--- config.mk ---
export PLATFORM = sky130hd
export DESIGN_NAME = cl1g_gradient
export DESIGN_NICKNAME = d
export VERILOG_FILES = /design/src/design/cl1g_pkg.sv /design/src/design/cl1g_gradient.sv
export SDC_FILE = /design/constraint.sdc
export NUM_CORES = 1
export LEC_CHECK = 0
export BUFFER_PORTS_ARGS = -buffer_cell sky130_fd_sc_hd__buf_2
export CAP_MARGIN = 20
export CORE_MARGIN = 8
export CORE_UTILIZATION = 50
export DETAILED_ROUTE_END_ITERATION = 6
export PLACE_DENSITY = 0.83
export SLEW_MARGIN = 10
export SYNTH_ARGS = -nofsm -noshare
export SYNTH_HDL_FRONTEND = slang
export SYNTH_SLANG_ARGS = --single-unit
--- constraint.sdc ---
create_clock -name vclk -period 8.6
set_clock_uncertainty 0.2 [all_clocks]
set_input_delay 0.43 -clock vclk [all_inputs]
set_output_delay 0.43 -clock vclk [all_outputs]
set_load 0.1 [all_outputs]
--- src/design/cl1g_pkg.sv ---
// ============================================================================
// cl1g_pkg: shared types, constants and color math for the L1 neighbor gradient
// Holds pixel and result types, register indexes, default geometry and the
// saturated L1 color distance used by the gradient datapath.
// ============================================================================
package cl1g_pkg;

    // Default geometry limits (line buffer depth and row counter range)
    localparam int MAX_WIDTH_DEF  = 1024;
    localparam int MAX_HEIGHT_DEF = 4096;

    // Field widths
    localparam int CH_W         = 8;
    localparam int PIX_W        = 3 * CH_W;
    localparam int GRAD_W       = 8;
    localparam int COL_OUT_W    = 10;
    localparam int ROW_OUT_W    = 12;
    localparam int WIDTH_CFG_W  = 11;
    localparam int HEIGHT_CFG_W = 13;
    localparam int CFG_DATA_W   = 13;
    localparam int CFG_IDX_W    = 1;

    // Register indexes
    localparam logic [CFG_IDX_W-1:0] REG_IMAGE_WIDTH  = 1'b0;
    localparam logic [CFG_IDX_W-1:0] REG_IMAGE_HEIGHT = 1'b1;

    // Register reset values
    localparam int WIDTH_RESET  = 640;
    localparam int HEIGHT_RESET = 480;

    localparam logic [GRAD_W-1:0] SAT_LIMIT = 8'd255;

    // Result slots produced by one pixel, in delivery order
    localparam int NUM_SLOTS  = 3;
    localparam int SLOT_ABOVE = 0;
    localparam int SLOT_LEFT  = 1;
    localparam int SLOT_SELF  = 2;

    typedef struct packed {
        logic [CH_W-1:0] red;
        logic [CH_W-1:0] green;
        logic [CH_W-1:0] blue;
    } rgb_t;

    // Position of the pixel in the window relative to the image border
    typedef struct packed {
        logic up_ok;
        logic up2_ok;
        logic left_ok;
        logic left2_ok;
        logic right_ok;
        logic last_row;
        logic last_col;
    } nbr_flags_t;

    typedef struct packed {
        logic [NUM_SLOTS-1:0]             mask;
        logic [NUM_SLOTS-1:0][GRAD_W-1:0] grad;
    } res_set_t;

    function automatic logic [CH_W-1:0] abs_diff(input logic [CH_W-1:0] a,
                                                 input logic [CH_W-1:0] b);
        return (a > b) ? (a - b) : (b - a);
    endfunction

    // Sum of absolute channel differences, clipped to the gradient range
    function automatic logic [GRAD_W-1:0] color_dist(input rgb_t p, input rgb_t q);
        logic [CH_W+1:0] sum;
        sum = {2'b00, abs_diff(p.red, q.red)}
            + {2'b00, abs_diff(p.green, q.green)}
            + {2'b00, abs_diff(p.blue, q.blue)};
        return (sum > (CH_W+2)'(SAT_LIMIT)) ? SAT_LIMIT : sum[GRAD_W-1:0];
    endfunction

    function automatic logic [GRAD_W-1:0] take_max(input logic [GRAD_W-1:0] g,
                                                   input logic [GRAD_W-1:0] d);
        return (d > g) ? d : g;
    endfunction

    // Last valid index for a programmed size: zero counts as one, clip at limit
    function automatic int last_index(input int value, input int limit);
        int idx;
        if (value == 0) begin
            idx = 0;
        end else if (value > limit) begin
            idx = limit - 1;
        end else begin
            idx = value - 1;
        end
        return idx;
    endfunction

endpackage

--- src/design/cl1g_gradient.sv ---
// ============================================================================
// cl1g_gradient: neighbor distance and maximum for one window position
// Computes the results of the pixel above, the pixel to the left and the
// pixel itself from the registered window; masks select which are due.
// ============================================================================
module cl1g_gradient
    import cl1g_pkg::*;
(
    input  rgb_t       cur,
    input  rgb_t       left,
    input  rgb_t       left2,
    input  rgb_t       up,
    input  rgb_t       up_left,
    input  rgb_t       up2,
    input  rgb_t       up_right,
    input  nbr_flags_t flags,
    output res_set_t   res
);

    logic [GRAD_W-1:0] d_up_cur;
    logic [GRAD_W-1:0] d_up_up2;
    logic [GRAD_W-1:0] d_up_ul;
    logic [GRAD_W-1:0] d_up_ur;
    logic [GRAD_W-1:0] d_left_cur;
    logic [GRAD_W-1:0] d_left_ul;
    logic [GRAD_W-1:0] d_left_l2;

    assign d_up_cur   = color_dist(up, cur);
    assign d_up_up2   = color_dist(up, up2);
    assign d_up_ul    = color_dist(up, up_left);
    assign d_up_ur    = color_dist(up, up_right);
    assign d_left_cur = color_dist(left, cur);
    assign d_left_ul  = color_dist(left, up_left);
    assign d_left_l2  = color_dist(left, left2);

    always_comb
    begin
        // Pixel above: down neighbor is the incoming pixel
        res.grad[SLOT_ABOVE] = take_max(
            take_max(d_up_cur, flags.up2_ok ? d_up_up2 : '0),
            take_max(flags.left_ok ? d_up_ul : '0, flags.right_ok ? d_up_ur : '0));
        // Pixel to the left on the last row: right neighbor just arrived
        res.grad[SLOT_LEFT] = take_max(
            d_left_cur,
            take_max(flags.up_ok ? d_left_ul : '0, flags.left2_ok ? d_left_l2 : '0));
        // Final pixel of the frame
        res.grad[SLOT_SELF] = take_max(flags.up_ok ? d_up_cur : '0,
                                       flags.left_ok ? d_left_cur : '0);

        res.mask[SLOT_ABOVE] = flags.up_ok;
        res.mask[SLOT_LEFT]  = flags.last_row && flags.left_ok;
        res.mask[SLOT_SELF]  = flags.last_row && flags.last_col;
    end

endmodule

==> metrics.md <==
| Metric | Value |
|---|---|
| I/O pin cnt | ~200 |
| Seq/Total Area, Yosys | 0% |
| Hpwl dp | approximately 60000 um |
| Synthesized area | 0.0191 mm2 |
| Top Layer Used | met5 |
| Vias/cell | 5.99 |
| Area grow syn2layout | 31.5% |
| Pre-CTS setup slack | -280 ps |
| Critical path buffer and inverter count | 9 |
| Setup WS post-layout | about 30 ps |
| Crit path time final | around 8600 ps |
| # setup viols final | 0 |
| Initial antenna violation count | 2 |
| Initial drt markers | 1538 |
| NumNets Final | 3663 |
| WL met3 | ~5200 um |
| DR pass1 iterations | 6 |
| Worst EP arrival | 7940 ps |
| Yosys top cell by area | ha_1 |
| YS warnings | 0 |
| Footprint of the multi-input gates | 0.0191 mm2 |
| Num rows | 71 |
| Crit path kind | input pin to primary output |
| Most frequent cells in the layout | 374 x ha_1, 371 x inv_1, 309 x buf_4 |
| Fill cells | between 3000 and 4000 |
| Pin count of the biggest net entering global routing | 21 |
| Starting density of the core | 50.7% |
| Yosys cell types | 73 |
| First-pass GRT wire length | around 110000 um |
| WL met1 | 27900 um |
| Max-cap violations | 0 |
| DR WL met2 | 33600 um |
| Worst path max stage delay | 580 ps |
| Required @ worst endpoint | 7970 ps |
| Syn_nets | 3179 |
| Top cell by count, worst path | buf_4 |
| Vias in the first global route | 20400 |
| CP top delay family | compound AO/OA/AOI/OAI gates |
| GP Congestion | 1.04 |
| Area contributors post-synth | ha_1 27%, fa_1 11%, inv_1 7.7%, a21oi_1 4.8%, mux2i_1 4.8% |
| Full die area | 0.0447 mm2 |
| Final-report hold violation count | 0 |
| DRT Wirelength | 71600 um |
| Layout cells sized above 1 | 29.1% |
| Total negative setup slack | 0 ps |
| Routed vias | roughly 21000 |
| Avg Inst Size Synth | 7.68 um2 |
| GRT Residual Overflow | 0 |
| Worst Setup Start Kind | input pin |
| Critical Path End Type | primary output |
| Gr usage total | 29.0% |
| Synth Instances | 2487 |
| Fmax achieved | 117 MHz |
| Final worst path period share | 99.7% |
| Max-slew violations | 0 |
| DIE HEIGHT | 211 um |
| Fin Hold WS | 1160 ps |
| Sequential cell count | 0 |
| Status | finished clean |
| Worst min path class | input pin to primary output |
| Die W | between 200 and 250 um |
| Worst slew pin tran | a little over 500 ps |
| Antenna Nets Post-Route | 0 |
| Slowest-stage cell, CP | or4_4 |
| IO buf count | 202 |
| Yosys top cell area share | a little over a quarter |
| Worst slew margin | 64.6% |
| Final Core Density | 66.7% |
| DRC violation count after routing | 0 |
| Crit-path max FO | 6 |
| Storage cell area | 0 um2 |
| Clkbuf count | 0 |
| Most common cell after layout, fill and taps aside | ha_1 |
| Wire per inst | 20.6 um |
| Core Region | 0.0377 mm2 |
## cells by family after synthesis
logic type               after synthesis  synth area share, %
AO/OA/AOI/OAI                        778                 26.6
XOR/XNOR                             140                 6.42
adder cells (fa/ha/maj)              517                 38.0
buffers and inverters                440                 8.70
multiplexers                         124                 6.71
AND/OR/NAND/NOR                      488                 13.5
## worst min-delay path: stages
cell	delay, ps
buf_2	100
and2_1	120
buf_2	280
## synthesized netlist by cell type (all sizes together) (6+ instances only)
cell type,count
nand3,30
a2bb2oi,6
xnor2,73
a21boi,33
nor2b,84
o21bai,8
a21o,90
a311oi,7
nor2,73
nand2,114
nand2b,15
o31a,11
or3b,6
and2,23
o22a,18
clkbuf,37
nor3,28
o221ai,17
a221oi,13
a211oi,48
a22oi,11
o211ai,16
nor3b,6
or2,19
nand4,48
xor2,67
a31oi,25
a21oi,186
or3,9
and3,8
o21ai,192
o21a,30
buf,11
ha,412
mux2i,92
fa,105
o311a,6
o22ai,26
mux2,32
inv,392
## what timing repair did
| action | in CTS | in global routing |
|---|---|---|
| hold buffers | 0 | 0 |
| resized for setup | 44 | 316 |
| endpoints found under the setup margin | 16 | 24 |
| setup buffers | 10 | 83 |
| pin swaps | 16 | 119 |
| cloned | 0 | 1 |
## layer usage
layer  vias to the layer above  global-route usage [%]
met5                         -                       0
met2                       949                    50.6
met4                         2                    14.3
met3                       232                    2.62
met1                      9864                    35.4
li1                       9789                       -
## layout make-up
cell class | instances | share of cell area [%]
well taps | 511 | 2.55
repair buffers | 530 | 15.3
inverters | 392 | 5.97
multi-input cells | 2047 | 76.2
diodes | 1 | 0.00997
## path summary, 6_finish.rpt
check / cells after the start / endpoint / from
worst max-delay path: 39 / res[5] / up[8]
worst min-delay path: 3 / res[26] / flags[1]
## per-stage QoR
step,instance area [um2],std cells
2_1_floorplan,19400,2487
3_3_place_gp,22800,3386
3_5_place_dp,22800,3386
4_1_cts,23100,3396
5_1_grt,25100,3481
6_report,25100,3481
Power is left out: the tool's default activity adds up to more than one toggle a clock period on the data nets, which glitch-free logic cannot reach.
