[src/design/cl1g_pkg.sv]
// ============================================================================
// cl1g_pkg: shared types, constants and color math for the L1 neighbor gradient
// Holds pixel and result types, register indexes, default geometry and the
// saturated L1 color distance used by the gradient datapath.
// ============================================================================
package cl1g_pkg;

    // Default geometry limits (line buffer depth and row counter range)
    localparam int MAX_WIDTH_DEF  = 1024;
    localparam int MAX_HEIGHT_DEF = 4096;

    // Field widths
    localparam int CH_W         = 8;
    localparam int PIX_W        = 3 * CH_W;
    localparam int GRAD_W       = 8;
    localparam int COL_OUT_W    = 10;
    localparam int ROW_OUT_W    = 12;
    localparam int WIDTH_CFG_W  = 11;
    localparam int HEIGHT_CFG_W = 13;
    localparam int CFG_DATA_W   = 13;
    localparam int CFG_IDX_W    = 1;

    // Register indexes
    localparam logic [CFG_IDX_W-1:0] REG_IMAGE_WIDTH  = 1'b0;
    localparam logic [CFG_IDX_W-1:0] REG_IMAGE_HEIGHT = 1'b1;

    // Register reset values
    localparam int WIDTH_RESET  = 640;
    localparam int HEIGHT_RESET = 480;

    localparam logic [GRAD_W-1:0] SAT_LIMIT = 8'd255;

    // Result slots produced by one pixel, in delivery order
    localparam int NUM_SLOTS  = 3;
    localparam int SLOT_ABOVE = 0;
    localparam int SLOT_LEFT  = 1;
    localparam int SLOT_SELF  = 2;

    typedef struct packed {
        logic [CH_W-1:0] red;
        logic [CH_W-1:0] green;
        logic [CH_W-1:0] blue;
    } rgb_t;

    // Position of the pixel in the window relative to the image border
    typedef struct packed {
        logic up_ok;
        logic up2_ok;
        logic left_ok;
        logic left2_ok;
        logic right_ok;
        logic last_row;
        logic last_col;
    } nbr_flags_t;

    typedef struct packed {
        logic [NUM_SLOTS-1:0]             mask;
        logic [NUM_SLOTS-1:0][GRAD_W-1:0] grad;
    } res_set_t;

    function automatic logic [CH_W-1:0] abs_diff(input logic [CH_W-1:0] a,
                                                 input logic [CH_W-1:0] b);
        return (a > b) ? (a - b) : (b - a);
    endfunction

    // Sum of absolute channel differences, clipped to the gradient range
    function automatic logic [GRAD_W-1:0] color_dist(input rgb_t p, input rgb_t q);
        logic [CH_W+1:0] sum;
        sum = {2'b00, abs_diff(p.red, q.red)}
            + {2'b00, abs_diff(p.green, q.green)}
            + {2'b00, abs_diff(p.blue, q.blue)};
        return (sum > (CH_W+2)'(SAT_LIMIT)) ? SAT_LIMIT : sum[GRAD_W-1:0];
    endfunction

    function automatic logic [GRAD_W-1:0] take_max(input logic [GRAD_W-1:0] g,
                                                   input logic [GRAD_W-1:0] d);
        return (d > g) ? d : g;
    endfunction

    // Last valid index for a programmed size: zero counts as one, clip at limit
    function automatic int last_index(input int value, input int limit);
        int idx;
        if (value == 0) begin
            idx = 0;
        end else if (value > limit) begin
            idx = limit - 1;
        end else begin
            idx = value - 1;
        end
        return idx;
    endfunction

endpackage

[src/design/cl1g_result_queue.sv]
// ============================================================================
// cl1g_result_queue: result register and serializer
// Holds up to three results of one pixel and delivers them one per
// transaction, lowest slot first.
// ============================================================================
module cl1g_result_queue
    import cl1g_pkg::*;
#(
    parameter int COL_W = $clog2(MAX_WIDTH_DEF),
    parameter int ROW_W = $clog2(MAX_HEIGHT_DEF)
)(
    input  logic                 clk,
    input  logic                 rst_n,
    input  logic                 load,
    input  res_set_t             load_set,
    input  logic [COL_W-1:0]     load_col,
    input  logic [ROW_W-1:0]     load_row,
    output logic                 free,
    output logic                 out_valid,
    input  logic                 out_ready,
    output logic [GRAD_W-1:0]    gradient,
    output logic [COL_OUT_W-1:0] column,
    output logic [ROW_OUT_W-1:0] row,
    output logic                 frame_end
);

    logic [NUM_SLOTS-1:0]             mask_reg;
    logic [NUM_SLOTS-1:0]             mask_next;
    logic [NUM_SLOTS-1:0][GRAD_W-1:0] grad_reg;
    logic [COL_W-1:0]                 col_reg;
    logic [ROW_W-1:0]                 row_reg;
    logic [NUM_SLOTS-1:0]             low_bit;
    logic [NUM_SLOTS-1:0]             mask_popped;
    logic                             pop;

    assign low_bit     = mask_reg & (~mask_reg + NUM_SLOTS'(1));
    assign mask_popped = mask_reg & ~low_bit;
    assign out_valid   = |mask_reg;
    assign pop         = out_valid && out_ready;
    assign free        = !out_valid || (out_ready && (mask_popped == '0));

    always_comb
    begin
        mask_next = mask_reg;
        if (load)
        begin
            mask_next = load_set.mask;
        end
        else if (pop)
        begin
            mask_next = mask_popped;
        end
    end

    always_ff @(posedge clk or negedge rst_n)
    begin
        if (!rst_n)
        begin
            mask_reg <= '0;
        end
        else
        begin
            mask_reg <= mask_next;
        end
    end

    always_ff @(posedge clk)
    begin
        if (load)
        begin
            grad_reg <= load_set.grad;
            col_reg  <= load_col;
            row_reg  <= load_row;
        end
    end

    always_comb
    begin
        if (low_bit[SLOT_ABOVE])
        begin
            gradient = grad_reg[SLOT_ABOVE];
        end
        else if (low_bit[SLOT_LEFT])
        begin
            gradient = grad_reg[SLOT_LEFT];
        end
        else
        begin
            gradient = grad_reg[SLOT_SELF];
        end
        column    = COL_OUT_W'(low_bit[SLOT_LEFT] ? (col_reg - COL_W'(1)) : col_reg);
        row       = ROW_OUT_W'(low_bit[SLOT_ABOVE] ? (row_reg - ROW_W'(1)) : row_reg);
        frame_end = low_bit[SLOT_SELF];
    end

endmodule

[config.mk]
export PLATFORM = sky130hd
export DESIGN_NAME = cl1g_result_queue
export DESIGN_NICKNAME = d
export VERILOG_FILES = /design/src/design/cl1g_pkg.sv /design/src/design/cl1g_result_queue.sv
export SDC_FILE = /design/constraint.sdc
export NUM_CORES = 1
export LEC_CHECK = 0
export ABC_CLOCK_PERIOD_IN_PS = 6000
export BUFFER_PORTS_ARGS = -buffer_cell sky130_fd_sc_hd__buf_2
export CAP_MARGIN = 10
export CORE_UTILIZATION = 40
export CTS_BUF_LIST = sky130_fd_sc_hd__clkbuf_16
export DETAILED_ROUTE_END_ITERATION = 10
export MAX_ROUTING_LAYER = met4
export PLACE_DENSITY = 0.76
export SYNTH_ARGS = -nofsm -noshare
export SYNTH_HDL_FRONTEND = slang
export SYNTH_SLANG_ARGS = --single-unit
[constraint.sdc]
create_clock -name clk -period 6 [get_ports clk]
set_clock_uncertainty 0.2 [all_clocks]
set_input_delay 1.2 -clock clk [delete_from_list [all_inputs] [get_ports clk]]
set_output_delay 1.2 -clock clk [all_outputs]
set_load 0.1 [all_outputs]
==> results.yml, run 1 <==
outcome:
  status: "finished, final reports clean"
placed_design:
  dp.cells: 302
  place_ws_ns: 2.29
  dpl.hpwl_microns: 2820
  place_congestion: 0.648
  io_buffers: 85
floorplanning:
  io_pins: 86
  start_util: 0.418
  num_rows: 26
  dieWidth_microns: 75.5
  core_area_sq_um: 5170
  die_area_sq_um: 5710
  die_h_microns: 75.5
cells_and_area:
  drive_above_1_share: 0.408
  largest_register_ffs: 24
  area_growth_pct: 30.1
  stdcell_count: 310
  antenna_cells: 0
  fillers: 444
  nets: 294
cts:
  hold_buffers: 0
  cts_root_buf: "clkbuf_16"
  post_cts_buffers: 0
  cts_tree: "done"
  htree_levels: 2
  cts_made_buffers: 5
  cts_resized: 0
  cts_buffer_depth: 2
  clkTransAtPathRegs_ns: 0.06
  clk_latency_ns: 0.28
  cts_sinks: 49
critical_path:
  path_class: "reg2out"
  cp-end-kind: "output pin"
  worstPathRequired_ns: 4.60
  crit_path_start_kind: "register"
  arrival_ns: 2.55
  worstPathMaxFanout: 30
drt:
  drt-pass1-iter-count: 4
  drtIter0Drc: 32
  final_antenna_net_count: 0
  detailroute.via_count: 1440
  drcViolationCount: 0
  drt_wl_total_microns: 3830
  vias_per_cell: 4.65
  wl_per_cell_microns: 12.4
global_routing:
  grt_pass1_wl_microns: 5760
  grt_max_degree: 53
  grt_pass1_vias: 1375
  antenna_found_initial: 0
  track_usage: 0.145
  grt_overflow_total: 0
yosys:
  synth_warnings: 0
  synth-seq-area-share: 0.673
  synth.distinct_cells: 32
  synth_edf_count: 46
  synth_nets: 207
  avgSynthCellArea_sq_um: 14.2
  synthArstFlopShare: 0.0612
  synth_ff_type: "edfxtp_1"
  synth.ff_latch_count: 49
  netlist_area_sq_um: 2160
  syn-instance-count: 152
sta:
  finalCritPeriodShare: 0.659
  rsz0062_at_grt: "false"
  fin_setup_tns_ns: 0
  fmaxAchievable_mhz: 253
  relSlewSlack: 0.278
  min_period_ns: 3.95
  tightestPinTransition_ns: 1.08
  hold_viol: 0
  drv_slew: 0
  worst_slack_ns: 2.05
  setup_viol: 0
pwr:
  vdd_ir_drop_max_uv: 173
  p_leak_uw: 0.00119
  power_density_nw_per_um2: 353
job:
  max_cap_viol_count: 0
min_path:
  hp-class: "reg2reg"
[Yosys cell counts (2+ instances only)]
cell type,instances,share of area
mux2i_1,9,0.042
xor2_1,13,0.053
dfrtp_1,3,0.035
nand2b_1,3,0.0087
nor4_1,2,0.0058
nor4_2,2,0.012
nor2_1,7,0.012
o21ai_0,14,0.032
nor3b_1,2,0.0069
xnor2_1,5,0.020
ha_1,2,0.012
buf_2,2,0.0046
edfxtp_1,46,0.64
nand2_1,18,0.031
clkbuf_1,2,0.0035
inv_1,6,0.010
[worst max-delay path, stage by stage (launching register included)]
cell and delay, ns:
dfrtp_1 0.89, nor4b_2 0.59, nand4_1 0.19, xnor2_1 0.16, buf_2 0.44
[layout make-up]
| class | count | area (sq um) | share of cell area |
|---|---|---|---|
| clock buffers | 5 | 125 | 0.0445 |
| well taps | 70 | 87.6 | 0.0311 |
| multi-input cells | 92 | 659 | 0.234 |
| flip-flops and latches | 49 | 1460 | 0.518 |
| repair buffers | 85 | 425 | 0.151 |
| clock inverters | 3 | 37.5 | 0.0133 |
| inverters | 6 | 22.5 | 0.00800 |
[layout by cell type, fill, tap and decap left out, drive strengths merged]
cell / Yosys / layout
mux2i: 9 / 9
and4bb: 1 / 1
bufinv: 0 / 1
or3: 1 / 1
inv: 6 / 7
buf: 3 / 85
or4: 1 / 1
dfrtp: 3 / 3
edfxtp: 46 / 46
xor2: 13 / 13
nand3b: 1 / 1
nand4: 1 / 1
clkbuf: 2 / 5
nor4b: 2 / 2
maj3: 1 / 1
nor3b: 2 / 2
clkinv: 0 / 1
xnor2: 5 / 5
nand2: 18 / 18
nor2: 7 / 7
nand3: 1 / 1
nand2b: 3 / 3
nor3: 2 / 2
o22ai: 1 / 1
ha: 2 / 2
nand4bb: 1 / 1
o21ai: 14 / 14
o31ai: 1 / 1
or4b: 1 / 1
nor4: 4 / 4
[per-layer routing]
metal | vias to the layer above | wire (microns) | global-route usage
li1 | 726 | - | -
met1 | 657 | 1590 | 0.151
met2 | 52 | 2030 | 0.265
met3 | 5 | 178 | 0.0317
met4 | 0 | 36 | 0.0617
met5 | - | 0 | -
[final timing paths]
| kind | start | to | slack, ns | depth (start not counted) |
|---|---|---|---|---|
| min in group asynchronous | rst_n | mask_reg[0] | 0.51 | 1 |
| max in group asynchronous | rst_n | mask_reg[1] | 4.98 | 1 |
| max | mask_reg[0] | row[11] | 2.05 | 4 |
| min reg2reg | mask_reg[2] | mask_reg[2] | 0.40 | 2 |
| max reg2reg | mask_reg[0] | mask_reg[1] | 4.45 | 2 |
| min | mask_reg[2] | mask_reg[2] | 0.40 | 2 |
[report_power, final]
group / internal [uW] / total, uW / switching (uW)
combinational: 47.7 / 263 / 216
sequential: 405 / 428 / 23.0
clock: 193 / 303 / 109
total: 646 / 994 / 348
[stage by stage]
stage          total power (uW)  hold slack (ns)  utilization  area [sq um]
6_report                    994            0.399        0.544          2810
2_1_floorplan               646            0.346            -          2160
3_3_place_gp                696            0.392        0.513          2650
4_1_cts                    1010            0.398        0.544          2810
3_5_place_dp                700            0.389        0.513          2650
5_1_grt                    1030            0.439        0.544          2810
[kinds of logic (layout without fill, tap and decap cells)]
| kind of cell | Yosys count | after routing | synth area share |
|---|---|---|---|
| xor+xnor | 18 | 18 | 0.0729 |
| mux | 9 | 9 | 0.0416 |
| fa+ha+maj | 3 | 3 | 0.0162 |
| compound gates | 16 | 16 | 0.0388 |
| flops | 49 | 49 | 0.673 |
| simple gates | 46 | 46 | 0.135 |
| buf+inv | 11 | 99 | 0.0220 |
No activity file was read; power rests on OpenSTA's default activity.
==> run 2, diff against run 1 <==
--- a/config.mk
+++ b/config.mk
@@ -5,14 +5,14 @@
 export SDC_FILE = /design/constraint.sdc
 export NUM_CORES = 1
 export LEC_CHECK = 0
-export ABC_CLOCK_PERIOD_IN_PS = 6000
+export ABC_CLOCK_PERIOD_IN_PS = 3300
 export BUFFER_PORTS_ARGS = -buffer_cell sky130_fd_sc_hd__buf_2
 export CAP_MARGIN = 10
 export CORE_UTILIZATION = 40
 export CTS_BUF_LIST = sky130_fd_sc_hd__clkbuf_16
 export DETAILED_ROUTE_END_ITERATION = 10
 export MAX_ROUTING_LAYER = met4
-export PLACE_DENSITY = 0.76
+export PLACE_DENSITY = 0.79
 export SYNTH_ARGS = -nofsm -noshare
 export SYNTH_HDL_FRONTEND = slang
 export SYNTH_SLANG_ARGS = --single-unit
==> constraint.sdc (replaced) <==
create_clock -name clk -period 3.3 [get_ports clk]
set_clock_uncertainty 0.2 [all_clocks]
set_input_delay 0.66 -clock clk [delete_from_list [all_inputs] [get_ports clk]]
set_output_delay 0.66 -clock clk [all_outputs]
set_load 0.1 [all_outputs]
==> run 2 against run 1 <==
Effect of this change:
- sequential share of layout area fell by 5.3 points
- critical path depth rose by 2
- register-to-register slack got worse by 2.6 ns
- via count rose by 1.0%
- sequential cell count did not move
- wire length rose by 5.1%
- critical endpoint is now column[8]
- largest cell class unchanged
- largest power group unchanged
==> results.yml, run 2 (same netlist as run 1, synthesis figures left out) <==
placed_design:
  place_congestion: 0.690
  io_buffers: 85
  dpl.hpwl_microns: 3130
  postPlaceCellArea_sq_um: 2990
cts:
  cts_sinks: 49
  cts_made_buffers: 5
  cts_tree: "done"
  htree_levels: 2
  cts_buffer_depth: 2
  clk_latency_ns: 0.28
  cts_root_buf: "clkbuf_16"
  hold_buffers: 1
  clkTransAtPathRegs_ns: 0.06
  cts_resized: 0
  post_cts_buffers: 0
job:
  max_cap_viol_count: 0
drt:
  wl_per_cell_microns: 12.8
  drcViolationCount: 0
  drtIter0Drc: 99
  vias_per_cell: 4.63
  drt-pass1-iter-count: 4
  final_antenna_net_count: 0
  drt_wl_total_microns: 4030
  detailroute.via_count: 1455
critical_path:
  cp-end-kind: "output pin"
  crit_path_start_kind: "register"
  arrival_ns: 2.22
  r2r-start: "mask_reg[0]"
  r2r-end: "mask_reg[2]"
  cp_slowest_cell: "edfxtp_1"
  rrSetupSlack_ns: 1.90
  path_class: "reg2out"
  worstPathMaxFanout: 6
  r2r_cells: 3
  slowest_delay_ns: 0.53
  worstPathRequired_ns: 2.44
  path_cells: "inv_1, ha_1, nand4bb_1, nor3_1, xor2_2, buf_2"
pwr:
  combPwrFrac: 0.307
  p_int_uw: 1150
  p_sw_frac: 0.361
  power_density_nw_per_um2: 575
  p_leak_uw: 0.00131
  p_clk_frac: 0.265
  p_switching_uw: 651
  seqPwrFrac: 0.429
  vdd_ir_drop_max_uv: 339
global_routing:
  antenna_found_initial: 0
  track_usage: 0.156
  grt_pass1_wl_microns: 6090
  grt_max_degree: 30
  grt_overflow_total: 0
  grt_pass1_vias: 1401
floorplanning:
  io_pins: 86
  dieWidth_microns: 75.5
  core_area_sq_um: 5170
  die_h_microns: 75.5
  die_area_sq_um: 5710
  start_util: 0.418
  num_rows: 26
min_path:
  hp-class: "in2reg"
  hold_depth: 1
  hold_path_end: "grad_reg[13]"
  hp-start: "load_set[13]"
cells_and_area:
  layout_common_cells: "buf_2 (72), edfxtp_1 (46), nand2_1 (18), buf_12 (13), xor2_2 (10)"
  layout_commonest_cell: "buf_2"
  postLayoutCellArea_sq_um: 3140
  antenna_cells: 0
  area_growth_pct: 45.1
  nets: 298
  drive_above_1_share: 0.484
  largest_register_ffs: 24
sta:
  tightestPinTransition_ns: 0.535
  hold_slack_ns: 0.350
  relSlewSlack: 0.642
  fmaxAchievable_mhz: 325
  finalCritPeriodShare: 0.933
  min_period_ns: 3.08
  setup_viol: 0
  hold_viol: 0
  rsz0062_at_grt: "false"
  drv_slew: 0
outcome:
  status: "finished, final reports clean"
run 2: cell count changes in the layout (fill, tap and decap cells not counted), moves of 3 or more:
cell | before | now
buf_12 | 0 | 13
buf_2 | 85 | 72
xnor2_1 | 5 | 1
xor2_2 | 0 | 10
xor2_1 | 13 | 3
o21ai_0 | 14 | 7
buf_4 | 0 | 3
o21ai_1 | 0 | 7
xnor2_2 | 0 | 4
run 2: final cells by class:
cell class,count,area [sq um]
inverter,6,22.5
multi-input combinational,92,776
clock buffer,5,125
clock inverter,3,17.5
sequential,49,1460
fill,411,2030
tap,70,87.6
timing repair buffer,89,653
run 2: stage by stage:
| step | utilization | cells | setup slack (ns) | power, uW | setup TNS [ns] |
|---|---|---|---|---|---|
| finish | 0.607 | 314 | 0.220 | 1800 | 0 |
| global route | 0.607 | 314 | 0.0897 | 1870 | 0 |
| CTS | 0.607 | 314 | 0.200 | 1820 | 0 |
| detailed placement | 0.577 | 305 | 0.511 | 1340 | 0 |
| global placement | 0.577 | 305 | 0.578 | 1330 | 0 |
| floorplan | - | 152 | -0.432 | 1190 | -0.864 |
run 2: power by group through the flow:
stage                     Sequential [uW]  Clock [uW]  Combinational [uW]
after CTS                             774         492                 556
after floorplan                       777           0                 413
after global routing                  778         515                 578
after detailed placement              787           0                 554
final                                 773         477                 553
after global placement                782           0                 550
run 2: worst max-delay path: cells and delay by family, from the launching register on:
kind / cells / cell delay (ns)
AND/OR/NAND/NOR: 2 / 0.54
XOR/XNOR: 1 / 0.16
adder cells (fa/ha/maj): 1 / 0.17
buffers and inverters: 2 / 0.54
flip-flops: 1 / 0.53
run 2: per-layer routing:
metal	part of all wire	up-vias	GRT usage	routed length, microns
li1	-	723	-	-
met1	0.40	668	0.172	1610
met2	0.50	57	0.260	2030
met3	0.078	7	0.0569	315
met4	0.017	0	0.0556	69
met5	0	-	-	0
run 2: how the worst max path moves through the flow:
stage	from	to	slack, ns	cells after the start
finish	col_reg[0]	column[8]	0.22	6
global route	col_reg[0]	column[8]	0.09	6
CTS	col_reg[0]	column[8]	0.20	6
detailed placement	col_reg[0]	column[8]	0.51	6
global placement	col_reg[0]	column[8]	0.58	6
floorplan	mask_reg[0]	gradient[2]	-0.43	3
